===== src/dtq_pkg.sv =====
// Package for the deadline timer queue: default sizes, command codes and result kinds.
// No dependencies.
package dtq_pkg;

    localparam int DEPTH_DEF       = 16;
    localparam int TARGET_BITS_DEF = 8;
    localparam int TIME_BITS_DEF   = 32;
    localparam int STAMP_BITS      = 32;
    localparam int OP_BITS         = 3;
    localparam int KIND_BITS       = 2;

    localparam logic [OP_BITS-1:0] OP_TICK       = 3'd0;
    localparam logic [OP_BITS-1:0] OP_SCHEDULE   = 3'd1;
    localparam logic [OP_BITS-1:0] OP_CANCEL_ALL = 3'd2;
    localparam logic [OP_BITS-1:0] OP_CANCEL_ONE = 3'd3;
    localparam logic [OP_BITS-1:0] OP_RESCHEDULE = 3'd4;
    localparam logic [OP_BITS-1:0] OP_NOP        = 3'd7;

    localparam logic [KIND_BITS-1:0] KIND_FIRED = 2'd0;
    localparam logic [KIND_BITS-1:0] KIND_DONE  = 2'd1;
    localparam logic [KIND_BITS-1:0] KIND_FULL  = 2'd2;

endpackage


===== src/dtq_fifo.sv =====
// Two-entry item queue used between the front and back and on the result side.
// No dependencies.
module dtq_fifo #(
    parameter int WIDTH = 8
) (
    input  logic             i_clk,
    input  logic             i_rst_n,
    input  logic             i_push,
    input  logic [WIDTH-1:0] i_data,
    output logic             o_full,
    input  logic             i_pop,
    output logic [WIDTH-1:0] o_data,
    output logic             o_empty
);

    logic [WIDTH-1:0] r_mem [2];
    logic             r_wr;
    logic             r_rd;
    logic [1:0]       r_cnt;
    logic             wr_en;
    logic             rd_en;

    assign o_full  = (r_cnt == 2'd2);
    assign o_empty = (r_cnt == 2'd0);
    assign o_data  = r_mem[r_rd];
    assign wr_en   = i_push && !o_full;
    assign rd_en   = i_pop && !o_empty;

    always_ff @(posedge i_clk) begin
        if (wr_en) begin
            r_mem[r_wr] <= i_data;
        end
    end

    always_ff @(posedge i_clk) begin
        if (!i_rst_n) begin
            r_wr  <= 1'b0;
            r_rd  <= 1'b0;
            r_cnt <= 2'd0;
        end else begin
            if (wr_en) begin
                r_wr <= !r_wr;
            end
            if (rd_en) begin
                r_rd <= !r_rd;
            end
            if (wr_en && !rd_en) begin
                r_cnt <= r_cnt + 2'd1;
            end else if (rd_en && !wr_en) begin
                r_cnt <= r_cnt - 2'd1;
            end
        end
    end

endmodule


===== src/dtq_front.sv =====
// Front end: classifies each request and holds it in a short command queue.
// Depends on dtq_pkg and dtq_fifo.
module dtq_front
    import dtq_pkg::*;
#(
    parameter int TARGET_BITS = TARGET_BITS_DEF,
    parameter int TIME_BITS   = TIME_BITS_DEF
) (
    input  logic                   i_clk,
    input  logic                   i_rst_n,
    input  logic                   i_push,
    output logic                   o_full,
    input  logic [OP_BITS-1:0]     i_op,
    input  logic [TARGET_BITS-1:0] i_target,
    input  logic [TIME_BITS-1:0]   i_deadline,
    input  logic [TIME_BITS-1:0]   i_new_deadline,
    input  logic [TIME_BITS-1:0]   i_now,
    input  logic                   i_pop,
    output logic                   o_empty,
    output logic [OP_BITS-1:0]     o_code,
    output logic [TARGET_BITS-1:0] o_target,
    output logic [TIME_BITS-1:0]   o_deadline,
    output logic [TIME_BITS-1:0]   o_new_deadline,
    output logic [TIME_BITS-1:0]   o_now
);

    localparam int W = OP_BITS + TARGET_BITS + 3 * TIME_BITS;

    logic [OP_BITS-1:0] code;
    logic [W-1:0]       q_out;

    always_comb begin
        case (i_op)
            OP_TICK, OP_SCHEDULE, OP_CANCEL_ALL, OP_CANCEL_ONE, OP_RESCHEDULE: code = i_op;
            default: code = OP_NOP;
        endcase
    end

    dtq_fifo #(.WIDTH(W)) u_cmdq (
        .i_clk   (i_clk),
        .i_rst_n (i_rst_n),
        .i_push  (i_push),
        .i_data  ({code, i_target, i_deadline, i_new_deadline, i_now}),
        .o_full  (o_full),
        .i_pop   (i_pop),
        .o_data  (q_out),
        .o_empty (o_empty)
    );

    assign {o_code, o_target, o_deadline, o_new_deadline, o_now} = q_out;

endmodule


===== src/dtq_back.sv =====
// Back end: timer table in a memory, one slot scanned per cycle, results one at a time.
// Depends on dtq_pkg.
module dtq_back
    import dtq_pkg::*;
#(
    parameter int DEPTH       = DEPTH_DEF,
    parameter int TARGET_BITS = TARGET_BITS_DEF,
    parameter int TIME_BITS   = TIME_BITS_DEF
) (
    input  logic                   i_clk,
    input  logic                   i_rst_n,
    input  logic                   i_cmd_empty,
    output logic                   o_cmd_pop,
    input  logic [OP_BITS-1:0]     i_code,
    input  logic [TARGET_BITS-1:0] i_target,
    input  logic [TIME_BITS-1:0]   i_deadline,
    input  logic [TIME_BITS-1:0]   i_new_deadline,
    input  logic [TIME_BITS-1:0]   i_now,
    input  logic                   i_res_full,
    output logic                   o_res_push,
    output logic [KIND_BITS-1:0]   o_kind,
    output logic [TARGET_BITS-1:0] o_target,
    output logic [TIME_BITS-1:0]   o_deadline,
    output logic                   o_last
);

    localparam int IW = (DEPTH > 1) ? $clog2(DEPTH) : 1;
    localparam int MW = TARGET_BITS + TIME_BITS + STAMP_BITS;
    localparam logic [IW:0] LAST_IDX = (IW + 1)'(DEPTH - 1);
    localparam logic [IW:0] DEPTH_N  = (IW + 1)'(DEPTH);

    localparam logic [1:0] ST_IDLE   = 2'd0;
    localparam logic [1:0] ST_SCAN   = 2'd1;
    localparam logic [1:0] ST_FINISH = 2'd2;
    localparam logic [1:0] ST_PUSH   = 2'd3;

    logic [MW-1:0]          r_mem [DEPTH];
    logic [MW-1:0]          r_rd;
    logic [DEPTH-1:0]       r_valid;
    logic [1:0]             r_state;
    logic [IW:0]            r_idx;
    logic [IW-1:0]          r_cidx;
    logic                   r_cvalid;
    logic [STAMP_BITS-1:0]  r_icount;

    logic [OP_BITS-1:0]     r_code;
    logic [TARGET_BITS-1:0] r_tgt;
    logic [TIME_BITS-1:0]   r_dl;
    logic [TIME_BITS-1:0]   r_ndl;
    logic [TIME_BITS-1:0]   r_now;

    logic                   r_found;
    logic [IW-1:0]          r_best;
    logic [TIME_BITS-1:0]   r_best_dl;
    logic [TARGET_BITS-1:0] r_best_tgt;
    logic [STAMP_BITS-1:0]  r_best_age;
    logic                   r_free_found;
    logic [IW-1:0]          r_free;
    logic [IW:0]            r_count;

    logic [KIND_BITS-1:0]   r_kind;
    logic [TARGET_BITS-1:0] r_otgt;
    logic [TIME_BITS-1:0]   r_odl;
    logic                   r_olast;
    logic                   r_more;

    logic                   mem_we;
    logic [IW-1:0]          mem_wa;

    logic [TARGET_BITS-1:0] e_tgt;
    logic [TIME_BITS-1:0]   e_dl;
    logic [STAMP_BITS-1:0]  e_age;
    logic                   e_v;
    logic                   e_due;
    logic                   e_match;
    logic                   take;
    logic                   ins_ok;
    logic [IW-1:0]          ins_idx;

    assign e_tgt   = r_rd[MW-1 -: TARGET_BITS];
    assign e_dl    = r_rd[STAMP_BITS +: TIME_BITS];
    assign e_age   = r_icount - r_rd[STAMP_BITS-1:0];
    assign e_v     = r_valid[r_cidx];
    assign e_due   = e_v && (e_dl <= r_now);
    assign e_match = e_v && (e_tgt == r_tgt) && (e_dl == r_dl);

    always_comb begin
        take = 1'b0;
        if (r_code == OP_TICK) begin
            take = e_due && (!r_found || (e_dl < r_best_dl) ||
                   ((e_dl == r_best_dl) && (e_age > r_best_age)));
        end else begin
            take = e_match && (!r_found || (e_age > r_best_age));
        end
    end

    always_comb begin
        ins_ok  = r_free_found || r_found;
        ins_idx = r_free;
        if (r_found && (!r_free_found || (r_best < r_free))) begin
            ins_idx = r_best;
        end
        if (r_code == OP_SCHEDULE) begin
            ins_ok  = r_free_found;
            ins_idx = r_free;
        end
    end

    assign mem_we = (r_state == ST_FINISH) && ins_ok && ((r_code == OP_SCHEDULE) ||
                    ((r_code == OP_RESCHEDULE) && !(r_ndl <= r_now)));
    assign mem_wa = ins_idx;

    always_ff @(posedge i_clk) begin
        if (mem_we) begin
            r_mem[mem_wa] <= {r_tgt, ((r_code == OP_SCHEDULE) ? r_dl : r_ndl), r_icount};
        end
        r_rd   <= r_mem[r_idx[IW-1:0]];
        r_cidx <= r_idx[IW-1:0];
    end

    assign o_cmd_pop  = (r_state == ST_IDLE) && !i_cmd_empty;
    assign o_res_push = (r_state == ST_PUSH);
    assign o_kind     = r_kind;
    assign o_target   = r_otgt;
    assign o_deadline = r_odl;
    assign o_last     = r_olast;

    always_ff @(posedge i_clk) begin
        if (!i_rst_n) begin
            r_state  <= ST_IDLE;
            r_valid  <= '0;
            r_icount <= '0;
            r_cvalid <= 1'b0;
            r_idx    <= '0;
        end else begin
            r_cvalid <= (r_state == ST_SCAN) && (r_idx < DEPTH_N);
            case (r_state)
                ST_IDLE: begin
                    if (!i_cmd_empty) begin
                        r_code       <= i_code;
                        r_tgt        <= i_target;
                        r_dl         <= i_deadline;
                        r_ndl        <= i_new_deadline;
                        r_now        <= i_now;
                        r_idx        <= '0;
                        r_found      <= 1'b0;
                        r_free_found <= 1'b0;
                        r_count      <= '0;
                        r_state      <= ST_SCAN;
                    end
                end
                ST_SCAN: begin
                    if (r_idx < DEPTH_N) begin
                        r_idx <= r_idx + 1'b1;
                    end
                    if (r_cvalid) begin
                        if (take) begin
                            r_found    <= 1'b1;
                            r_best     <= r_cidx;
                            r_best_dl  <= e_dl;
                            r_best_tgt <= e_tgt;
                            r_best_age <= e_age;
                        end
                        if (e_due) begin
                            r_count <= r_count + 1'b1;
                        end
                        if (!e_v && !r_free_found) begin
                            r_free_found <= 1'b1;
                            r_free       <= r_cidx;
                        end
                        if ((r_code == OP_CANCEL_ALL) && e_v && (e_tgt == r_tgt)) begin
                            r_valid[r_cidx] <= 1'b0;
                        end
                        if ({1'b0, r_cidx} == LAST_IDX) begin
                            r_state <= ST_FINISH;
                        end
                    end
                end
                ST_FINISH: begin
                    r_kind  <= KIND_DONE;
                    r_otgt  <= '0;
                    r_odl   <= '0;
                    r_olast <= 1'b1;
                    r_more  <= 1'b0;
                    case (r_code)
                        OP_TICK: begin
                            if (r_found) begin
                                r_valid[r_best] <= 1'b0;
                                r_kind  <= KIND_FIRED;
                                r_otgt  <= r_best_tgt;
                                r_odl   <= r_best_dl;
                                r_olast <= (r_count == (IW + 1)'(1));
                                r_more  <= (r_count != (IW + 1)'(1));
                            end
                        end
                        OP_SCHEDULE: begin
                            if (ins_ok) begin
                                r_valid[ins_idx] <= 1'b1;
                                r_icount <= r_icount + 1'b1;
                            end else begin
                                r_kind <= KIND_FULL;
                            end
                        end
                        OP_CANCEL_ONE: begin
                            if (r_found) begin
                                r_valid[r_best] <= 1'b0;
                            end
                        end
                        OP_RESCHEDULE: begin
                            if (r_ndl <= r_now) begin
                                if (r_found) begin
                                    r_valid[r_best] <= 1'b0;
                                end
                                r_kind <= KIND_FIRED;
                                r_otgt <= r_tgt;
                                r_odl  <= r_ndl;
                            end else if (ins_ok) begin
                                if (r_found && (ins_idx != r_best)) begin
                                    r_valid[r_best] <= 1'b0;
                                end
                                r_valid[ins_idx] <= 1'b1;
                                r_icount <= r_icount + 1'b1;
                            end else begin
                                r_kind <= KIND_FULL;
                            end
                        end
                        default: begin
                        end
                    endcase
                    r_state <= ST_PUSH;
                end
                ST_PUSH: begin
                    if (!i_res_full) begin
                        if (r_more) begin
                            r_idx        <= '0;
                            r_found      <= 1'b0;
                            r_free_found <= 1'b0;
                            r_count      <= '0;
                            r_state      <= ST_SCAN;
                        end else begin
                            r_state <= ST_IDLE;
                        end
                    end
                end
                default: r_state <= ST_IDLE;
            endcase
        end
    end

endmodule


===== src/deadline_timer_queue.sv =====
// Deadline timer queue top level: front command queue, table back end, result queue.
// Depends on dtq_pkg, dtq_fifo, dtq_front and dtq_back.
// Each request takes one pass over the table of DEPTH slots, one slot per cycle from a
// memory; a tick that fires n timers makes n passes. Up to two requests wait in front
// and two results behind.
module deadline_timer_queue
    import dtq_pkg::*;
#(
    parameter int DEPTH       = DEPTH_DEF,
    parameter int TARGET_BITS = TARGET_BITS_DEF,
    parameter int TIME_BITS   = TIME_BITS_DEF
) (
    input  logic                   i_clk,
    input  logic                   i_rst_n,
    input  logic                   push,
    output logic                   full,
    input  logic [OP_BITS-1:0]     i_op,
    input  logic [TARGET_BITS-1:0] i_target,
    input  logic [TIME_BITS-1:0]   i_deadline,
    input  logic [TIME_BITS-1:0]   i_new_deadline,
    input  logic [TIME_BITS-1:0]   i_now,
    output logic                   empty,
    input  logic                   pop,
    output logic [KIND_BITS-1:0]   o_kind,
    output logic [TARGET_BITS-1:0] o_fired_target,
    output logic [TIME_BITS-1:0]   o_fired_deadline,
    output logic                   o_last
);

    localparam int RW = KIND_BITS + TARGET_BITS + TIME_BITS + 1;

    logic                   cmd_empty;
    logic                   cmd_pop;
    logic [OP_BITS-1:0]     cmd_code;
    logic [TARGET_BITS-1:0] cmd_tgt;
    logic [TIME_BITS-1:0]   cmd_dl;
    logic [TIME_BITS-1:0]   cmd_ndl;
    logic [TIME_BITS-1:0]   cmd_now;
    logic                   res_full;
    logic                   res_push;
    logic [KIND_BITS-1:0]   res_kind;
    logic [TARGET_BITS-1:0] res_tgt;
    logic [TIME_BITS-1:0]   res_dl;
    logic                   res_last;
    logic [RW-1:0]          res_out;

    dtq_front #(.TARGET_BITS(TARGET_BITS), .TIME_BITS(TIME_BITS)) u_front (
        .i_clk          (i_clk),
        .i_rst_n        (i_rst_n),
        .i_push         (push),
        .o_full         (full),
        .i_op           (i_op),
        .i_target       (i_target),
        .i_deadline     (i_deadline),
        .i_new_deadline (i_new_deadline),
        .i_now          (i_now),
        .i_pop          (cmd_pop),
        .o_empty        (cmd_empty),
        .o_code         (cmd_code),
        .o_target       (cmd_tgt),
        .o_deadline     (cmd_dl),
        .o_new_deadline (cmd_ndl),
        .o_now          (cmd_now)
    );

    dtq_back #(.DEPTH(DEPTH), .TARGET_BITS(TARGET_BITS), .TIME_BITS(TIME_BITS)) u_back (
        .i_clk          (i_clk),
        .i_rst_n        (i_rst_n),
        .i_cmd_empty    (cmd_empty),
        .o_cmd_pop      (cmd_pop),
        .i_code         (cmd_code),
        .i_target       (cmd_tgt),
        .i_deadline     (cmd_dl),
        .i_new_deadline (cmd_ndl),
        .i_now          (cmd_now),
        .i_res_full     (res_full),
        .o_res_push     (res_push),
        .o_kind         (res_kind),
        .o_target       (res_tgt),
        .o_deadline     (res_dl),
        .o_last         (res_last)
    );

    dtq_fifo #(.WIDTH(RW)) u_resq (
        .i_clk   (i_clk),
        .i_rst_n (i_rst_n),
        .i_push  (res_push),
        .i_data  ({res_kind, res_tgt, res_dl, res_last}),
        .o_full  (res_full),
        .i_pop   (pop),
        .o_data  (res_out),
        .o_empty (empty)
    );

    assign {o_kind, o_fired_target, o_fired_deadline, o_last} = res_out;

endmodule

===== config.mk =====
export PLATFORM = sky130hd
export DESIGN_NAME = deadline_timer_queue
export DESIGN_NICKNAME = d
export VERILOG_FILES = /design/src/dtq_pkg.sv /design/src/dtq_fifo.sv /design/src/dtq_front.sv /design/src/dtq_back.sv /design/src/deadline_timer_queue.sv
export SDC_FILE = /design/constraint.sdc
export NUM_CORES = 2
export LEC_CHECK = 0
export BUFFER_PORTS_ARGS = -buffer_cell sky130_fd_sc_hd__buf_4
export CAP_MARGIN = 10
export CORE_MARGIN = 3
export CORE_UTILIZATION = 40
export CTS_BUF_LIST = sky130_fd_sc_hd__clkbuf_8
export DETAILED_ROUTE_END_ITERATION = 12
export HOLD_SLACK_MARGIN = 0.1
export SETUP_SLACK_MARGIN = 0.15
export SLEW_MARGIN = 20
export SYNTH_ARGS = -nofsm -noshare
export SYNTH_HDL_FRONTEND = slang
export SYNTH_SLANG_ARGS = --single-unit
export TNS_END_PERCENT = 10

===== constraint.sdc =====
create_clock -name i_clk -period 15.46 [get_ports i_clk]
set_clock_uncertainty 0.15 [all_clocks]
set_input_delay 0 -clock i_clk [delete_from_list [all_inputs] [get_ports i_clk]]
set_output_delay 0 -clock i_clk [all_outputs]
set_load 0.05 [all_outputs]

# Word-level counts from Yosys, hierarchy flattened
# Memories as Yosys holds them, arrays and structs flattened. A register that Yosys moved wholly into a read port is not among the register bits.
# Index checks and enable logic that the tools add are counted.
[classes]
n_addsub = 8
n_lt_le_gt_ge = 12
n_eq_ne = 34
muxes = 76
n_bitwise = 7
n_reduce_logical = 73
[ops]
columns = ["cell", "count"]
rows = [
  ["$mux W16", 12],
  ["$mux W32", 5],
  ["$pmux W32 S2", 2],
  ["$eq A32 B32 Y1", 2],
  ["$le A32 B32 Y1", 2],
  ["$pmux W16 S3", 1],
  ["$add A32 B1 Y32 const B", 1],
  ["$and A16 B16 Y16", 2],
  ["$gt A32 B32 Y1", 1],
  ["$lt A32 B32 Y1", 1],
  ["$not A16 Y16", 2],
  ["$or A16 B16 Y16", 2],
  ["$pmux W16 S2", 1],
  ["$sub A32 B32 Y32", 1],
  ["$mux W5", 6],
  ["$pmux W5 S3", 2],
  ["$logic_and A1 B1 Y1", 27],
  ["$mux W1", 23],
  ["$reduce_and A7 Y1", 3],
  ["$mux W2", 10],
  ["$logic_not A1 Y1", 16],
  ["$mux W8", 2],
  ["$ne A2 B2 Y1 const B", 8],
  ["$pmux W8 S2", 1],
  ["other kinds (40)", 77],
]
[totals]
reg_bits = 199
mem_bits_rw = 1452
in_bits = 111
mem_count = 3
[memory_table]
columns = ["memory", "depth", "word_bits", "rd", "rd_clocked_by_memory_dff", "write_ports", "line_no", "text"]
rows = [
  ["u_back.r_mem", 16, 72, 1, 1, 1, "dtq_back.sv:37", "logic [MW-1:0] r_mem [DEPTH];"],
  ["u_front.u_cmdq.r_mem", 2, 107, 1, 1, 1, "dtq_fifo.sv:16", "logic [WIDTH-1:0] r_mem [2];"],
  ["u_resq.r_mem", 2, 43, 1, 1, 1, "dtq_fifo.sv:16", ""],
]

# Depth between registers and ports, before layout
[depth]
ltp_word = 18
ltp_mapped = 23

# Modules after synthesis
# A second synthesis with hierarchy kept.
[hier_totals]
cells_unflattened = 3853
hier_area_um2 = 73734.5
[modules_own_cells]
columns = ["mod", "instances", "cells_each", "area_each_um2", "seq_area_each_um2"]
rows = [
  ["dtq_back", 1, 3333, 62311.0, 44382.6],
  ["dtq_fifo (u_front.u_cmdq)", 1, 358, 8069.0, 6526.3],
  ["dtq_fifo (u_resq)", 1, 159, 3335.7, 2682.6],
  ["dtq_front", 1, 3, 18.8, 0.0],
]

# Worst setup path before layout
# No wires, ideal clock.
[synth_timing]
path_kind = "flip-flop to flip-flop"
from = "register u_back.r_icount[9]"
to = "register u_back.r_best[0], enable pin"
setup_time_ps = 604
t_arrival_ps = 9312
required_time_ps = 14706
path_slack_ps = 5394
path_stages_with_launch = 20
synth_period_minus_slack_ps = 10066
cell_sequence = "dfxtp_1 -> ha_1 -> a21o_1 -> a21o_1 -> a221oi_1 -> a21bo_1 -> a2111o_1 -> a31o_1 -> a21oi_1 -> xnor2_1 -> ha_1 -> nand4_1 -> nor2_1 -> nand4_1 -> a211oi_1 -> o31a_1 -> o22a_1 -> nor2_1 -> o311a_1 -> nor3_1"
[synth_via]
elab_chain_len = 7
[synth_lines]
columns = ["element", "line_no", "text"]
rows = [
  ["from (decl)", "dtq_back.sv:44", "logic [STAMP_BITS-1:0] r_icount;"],
  ["from (signal assigned)", "dtq_back.sv:199", "r_icount <= r_icount + 1'b1;"],
  ["from (signal assigned)", "dtq_back.sv:222", "r_icount <= r_icount + 1'b1;"],
  ["$sub A32 B32 Y32 (*)", "dtq_back.sv:82", "assign e_age = r_icount - r_rd[STAMP_BITS-1:0];"],
  ["net u_back.e_age[23]", "dtq_back.sv:72", "logic [STAMP_BITS-1:0] e_age;"],
  ["$gt A32 B32 Y1 (*)", "dtq_back.sv:91, dtq_back.sv:93", ""],
  ["$logic_and A1 B1 Y1", "dtq_back.sv:91", "((e_dl == r_best_dl) && (e_age > r_best_age)));"],
  ["$logic_or A1 B1 Y1", "dtq_back.sv:90", "take = e_due && (!r_found || (e_dl < r_best_dl) ||"],
  ["$logic_and A1 B1 Y1", "dtq_back.sv:90", ""],
  ["$mux W1 (*)", "dtq_back.sv:89", "if (r_code == OP_TICK) begin"],
  ["$reduce_and A4 Y1 (no source line) (*)", "-", ""],
  ["to (signal assigned)", "dtq_back.sv:159", "r_best <= r_cidx;"],
  ["to (decl)", "dtq_back.sv:53", "logic [IW-1:0] r_best;"],
]
# Mark *: on every way through the listed nets, which the timed path passes. The rest lies on a longest branch.
# A chain may end at the register's enable or synchronous reset.

# Worst setup path after layout
[layout_timing]
from = "register u_back.r_icount[0]"
to = "register u_back.r_best_age[22], enable pin"
[layout_via]
elab_chain_len = 7
[layout_lines]
columns = ["element", "line_no", "text"]
rows = [
  ["$sub A32 B32 Y32 (*)", "dtq_back.sv:82", ""],
  ["net u_back.e_age[22]", "dtq_back.sv:72", ""],
  ["$gt A32 B32 Y1 (*)", "dtq_back.sv:91, dtq_back.sv:93", ""],
  ["$logic_and A1 B1 Y1", "dtq_back.sv:91", ""],
  ["$logic_or A1 B1 Y1", "dtq_back.sv:90", ""],
  ["$logic_and A1 B1 Y1", "dtq_back.sv:90", ""],
  ["$mux W1 (*)", "dtq_back.sv:89", ""],
  ["$reduce_and A4 Y1 (no source line) (*)", "-", ""],
  ["to (signal assigned)", "dtq_back.sv:162", "r_best_age <= e_age;"],
  ["to (decl)", "dtq_back.sv:56", "logic [STAMP_BITS-1:0] r_best_age;"],
]
# Marks and branches as above.

==> results by group <==
Status
  • Status: finished clean

Critical path
  • R2R cell count: 24
  • Crit. End Element: register
  • Crit Path Class: register to register
  • Worst path max stage delay: roughly 700 ps
  • Worst reg2reg endpoint: u_back.r_best_age[22]$_DFFE_PP_
  • Slowest CP cell: dfxtp_1
  • R2R Path Start: u_back.r_icount[0]$_SDFFE_PN0P_
  • Reg2Reg Setup Slack: approximately 9000 ps
  • Worst Path Max Fanout: 44
  • Startpoint types: register
  • Worst EP arrival: 7120 ps
  • CP Data Required Time: 15890 ps
  • CP Cell Sequence: inv_1, ha_1, inv_1, fa_1, nand2_1, a21oi_1, o21bai_2, a211oi_1, a22o_1, o21ai_0, o21ai_0, a21oi_1, xnor2_1, ha_1, nand4_1, nor2_1, nand4_1, a211oi_1, o31a_1, o22a_1, nor2_1, o311a_1, nor3_2, buf_4

Global routing
  • Met2 usage: 31.5%
  • Number of global-route vias before repair: 40300
  • Initial antenna violation count: 2
  • Tot GR Track Use: 18.8%
  • First-pass GRT wire length: 263000 µm
  • Largest net degree at the start of global routing: 91
  • Routing usage on met3: 3.22%
  • GRT Residual Overflow: 0
  • GR peak layer: met2
  • Grt met1 use: 25.3%

Floorplanning
  • Chip width: 433 µm
  • Initial Utilization: 40.4%
  • Die height: 433 µm
  • Die area: 188000 µm²
  • Core area: ~180000 µm²
  • Io pins: 156
  • Rows: 156

STA
  • Fin Setup TNS: 0 ps
  • F_max: 150 MHz
  • Rel. slew slack: 24.6%
  • Hold Vio Cnt, Final: 0
  • # setup viols final: 0
  • Worst hold slack: 226 ps
  • RSZ-0062 raised after global routing: no
  • Final Critical Period: between 6000 and 7000 ps
  • Worst slew pin tran: 1130 ps
  • Period utilisation layout: 43.2%
  • Slew Viols, Final: 0

Final layout
  • Final #Nets: 4853
  • Share of layout cells above drive strength 1: 24.6%
  • Synthesis-to-finish area growth: 17.6%

Drt
  • Vias/cell: 5.36
  • Routed vias: 38400
  • Wirelength per Cell: 24.5 µm
  • Pre-antenna DRT Iters: 5
  • ANT nets after route: 0
  • DRC: 0
  • Iter 0 DRT Violations: 3042
  • Aggregate routed wire length: around 180000 µm

Pwr
  • Leakage power total: 29.2 nW
  • PD cells: about 140 nW/µm²
  • Worst VDD drop: 0.105 mV

Placed design
  • Hpwl dp: 97600 µm
  • Final Wtd Congestion: 0.866
  • Port bufs: roughly 160

Worst hold path
  • Hold path depth: 3
  • Worst hold path class: primary input to register
  • Hold_sp: push
  • Worst hold endpoint: u_front.u_cmdq.r_mem[1][103]$_DFFE_PP_

Yosys
  • Synth top area cells: edfxtp_1 (69%), mux4_2 (11%), dfxtp_1 (3.9%)
  • Synth top area share: a little over two thirds
  • Avg Inst Size Synth: 18.9 µm²
  • EDFF count, synth: between 1500 and 2000
  • Cell taking the most area after synthesis: edfxtp_1
  • Ys async rst share: 0%
  • Yosys cell types: 78
  • Mapped cell area: 73100 µm²
  • Mapped Cells: just under 4000
  • Seq/Total Area, Yosys: between 70% and 80%
  • Syn_nets: 4153
  • Yosys warns: 0
  • FF+latch count, synth: about 1800
  • Top FF cell, synth: edfxtp_1

Clocking
  • TritonCTS clock tree: built
  • Clk Latency, worst-skew pair: 1000 ps
  • Max Root-Sink Buffers: 4
  • Number of buffers created by CTS: 312
  • Htree depth: 5
  • Clock Sinks: 1831
  • Worst-path clk slew: 60 ps
  • Setup bufs post-CTS: 0
  • Root Driver: clkbuf_8

Job
  • Max-cap violations: 0
==> registers in the layout, indices dropped and copies added (netlist names), 16 cells and up, named ones only <==
signal,count
u_back.r_mem,1152
u_front.u_cmdq.r_mem,214
u_resq.r_mem,86
u_back.r_rd,72
u_back.o_deadline,32
u_back.r_best_age,32
u_back.r_best_dl,32
u_back.r_dl,32
u_back.r_icount,32
u_back.r_ndl,32
u_back.r_now,32
u_back.r_valid,16
==> kinds of logic (layout without fill, tap and decap cells) <==
| family | count (synthesis) | in the layout | synth area share [%] |
|---|---|---|---|
| flip-flops | 1831 | 1831 | 73.3 |
| XOR/XNOR | 85 | 85 | 1.02 |
| AND/OR/NAND/NOR | 512 | 512 | 3.35 |
| adder cells (fa/ha/maj) | 173 | 173 | 2.97 |
| AO/OA/AOI/OAI | 414 | 414 | 3.85 |
| buffers and inverters | 321 | 1245 | 1.69 |
| other | 0 | 2 | 0 |
| multiplexers | 533 | 533 | 13.8 |
==> how the worst max path moves through the flow <==
| stage | startpoint | slack (ps) | cells after the start | endpoint |
|---|---|---|---|---|
| 2_1_floorplan | u_back.r_icount[9]$_SDFFE_PN0P_ | 5390 | 19 | u_back.r_best[0]$_DFFE_PP_ |
| 6_report | u_back.r_icount[0]$_SDFFE_PN0P_ | 8770 | 24 | u_back.r_best_age[22]$_DFFE_PP_ |
| 3_3_place_gp | u_back.r_icount[0]$_SDFFE_PN0P_ | 9030 | 24 | u_back.r_best_age[17]$_DFFE_PP_ |
| 4_1_cts | u_back.r_icount[0]$_SDFFE_PN0P_ | 8760 | 24 | u_back.r_best_age[22]$_DFFE_PP_ |
| 3_5_place_dp | u_back.r_icount[0]$_SDFFE_PN0P_ | 8830 | 24 | u_back.r_best_age[22]$_DFFE_PP_ |
| 5_1_grt | u_back.r_icount[0]$_SDFFE_PN0P_ | 8230 | 24 | u_back.r_best_age[22]$_DFFE_PP_ |
==> layout make-up <==
| class | count | area, µm² |
|---|---|---|
| Fill cell | 15100 | 95200 |
| Sequential cell | 1831 | 53600 |
| Clock inverter | 206 | 872 |
| Multi-Input combinational cell | 1717 | 18400 |
| Tap cell | 2370 | 2970 |
| Clock buffer | 332 | 4570 |
| Timing Repair Buffer | 547 | 4910 |
| Inverter | 160 | 601 |
| Antenna cell | 2 | 5.00 |
==> metal layers <==
layer | share of wire, % | wire length (µm)
met5 | 0 | 0
met4 | 2.4 | 4140
met3 | 5.0 | 8710
met2 | 50 | 88000
met1 | 42 | 74500
==> cells in the mapped netlist, types with 15 or more instances <==
master,instances
a22o_1,41
xnor2_1,31
nor2b_1,19
a21o_1,47
mux4_2,364
dfxtp_1,141
buf_1,26
a211oi_1,23
ha_1,172
a21oi_1,106
inv_1,159
o21ai_0,80
clkbuf_1,123
nor4_1,17
nand4_1,35
nand2_1,194
nor3_1,41
edfxtp_1,1690
nor2_1,79
mux2_2,153
mux2i_1,15
nand3_1,55
xor2_1,54
nand2b_1,18
==> worst max-delay path, delay by kind of cell (launching register included) <==
family / cells / cell delay, ps
buf+inv: 3 / 760
xor+xnor: 1 / 170
fa+ha+maj: 3 / 760
flops: 1 / 700
compound gates: 11 / 2800
simple gates: 6 / 880
==> metrics by stage <==
stage               util (%)  cells  worst slack, ps  cell area [µm²]  total power [mW]
finish                  47.5   7165             8770            86000              12.2
global route            47.5   7165             8230            86000              12.8
CTS                     47.4   7163             8760            85900              12.3
detailed placement      42.7   6307             8830            77300              8.38
global placement        42.7   6307             9030            77300              8.35
floorplan                  -   3869             5390            73100              7.70
==> cells in the final DEF (no fill, tap or decap), drive strengths merged, types with 18 or more instances in the layout <==
cell type	count
xor2	54
dfxtp	141
ha	172
inv	266
nor4	18
nand4	35
nand2	194
a211oi	31
a22o	41
edfxtp	1690
a21o	47
a31o	20
mux4	365
nand2b	18
dlygate4sd3	318
nand3	56
buf	229
clkinv	90
nor2b	19
mux2	153
a21oi	107
xnor2	31
clkbuf	332
nor2	79
o21ai	86
nor3	41
==> what timing repair did <==
| action | in CTS | in global routing |
|---|---|---|
| hold buffers | 318 | 0 |
| endpoints found under the hold margin | 447 | 0 |
| resized for setup | 0 | 0 |
==> report_power, final <==
part	switching [mW]	total [mW]	leakage, nW	internal, mW
Combinational	1.26	2.17	9.41	0.917
Clock	1.87	3.86	3.18	1.99
Sequential	0.222	6.14	16.6	5.92
Total	3.35	12.2	29.2	8.82
(Power assumes the default switching activity.)
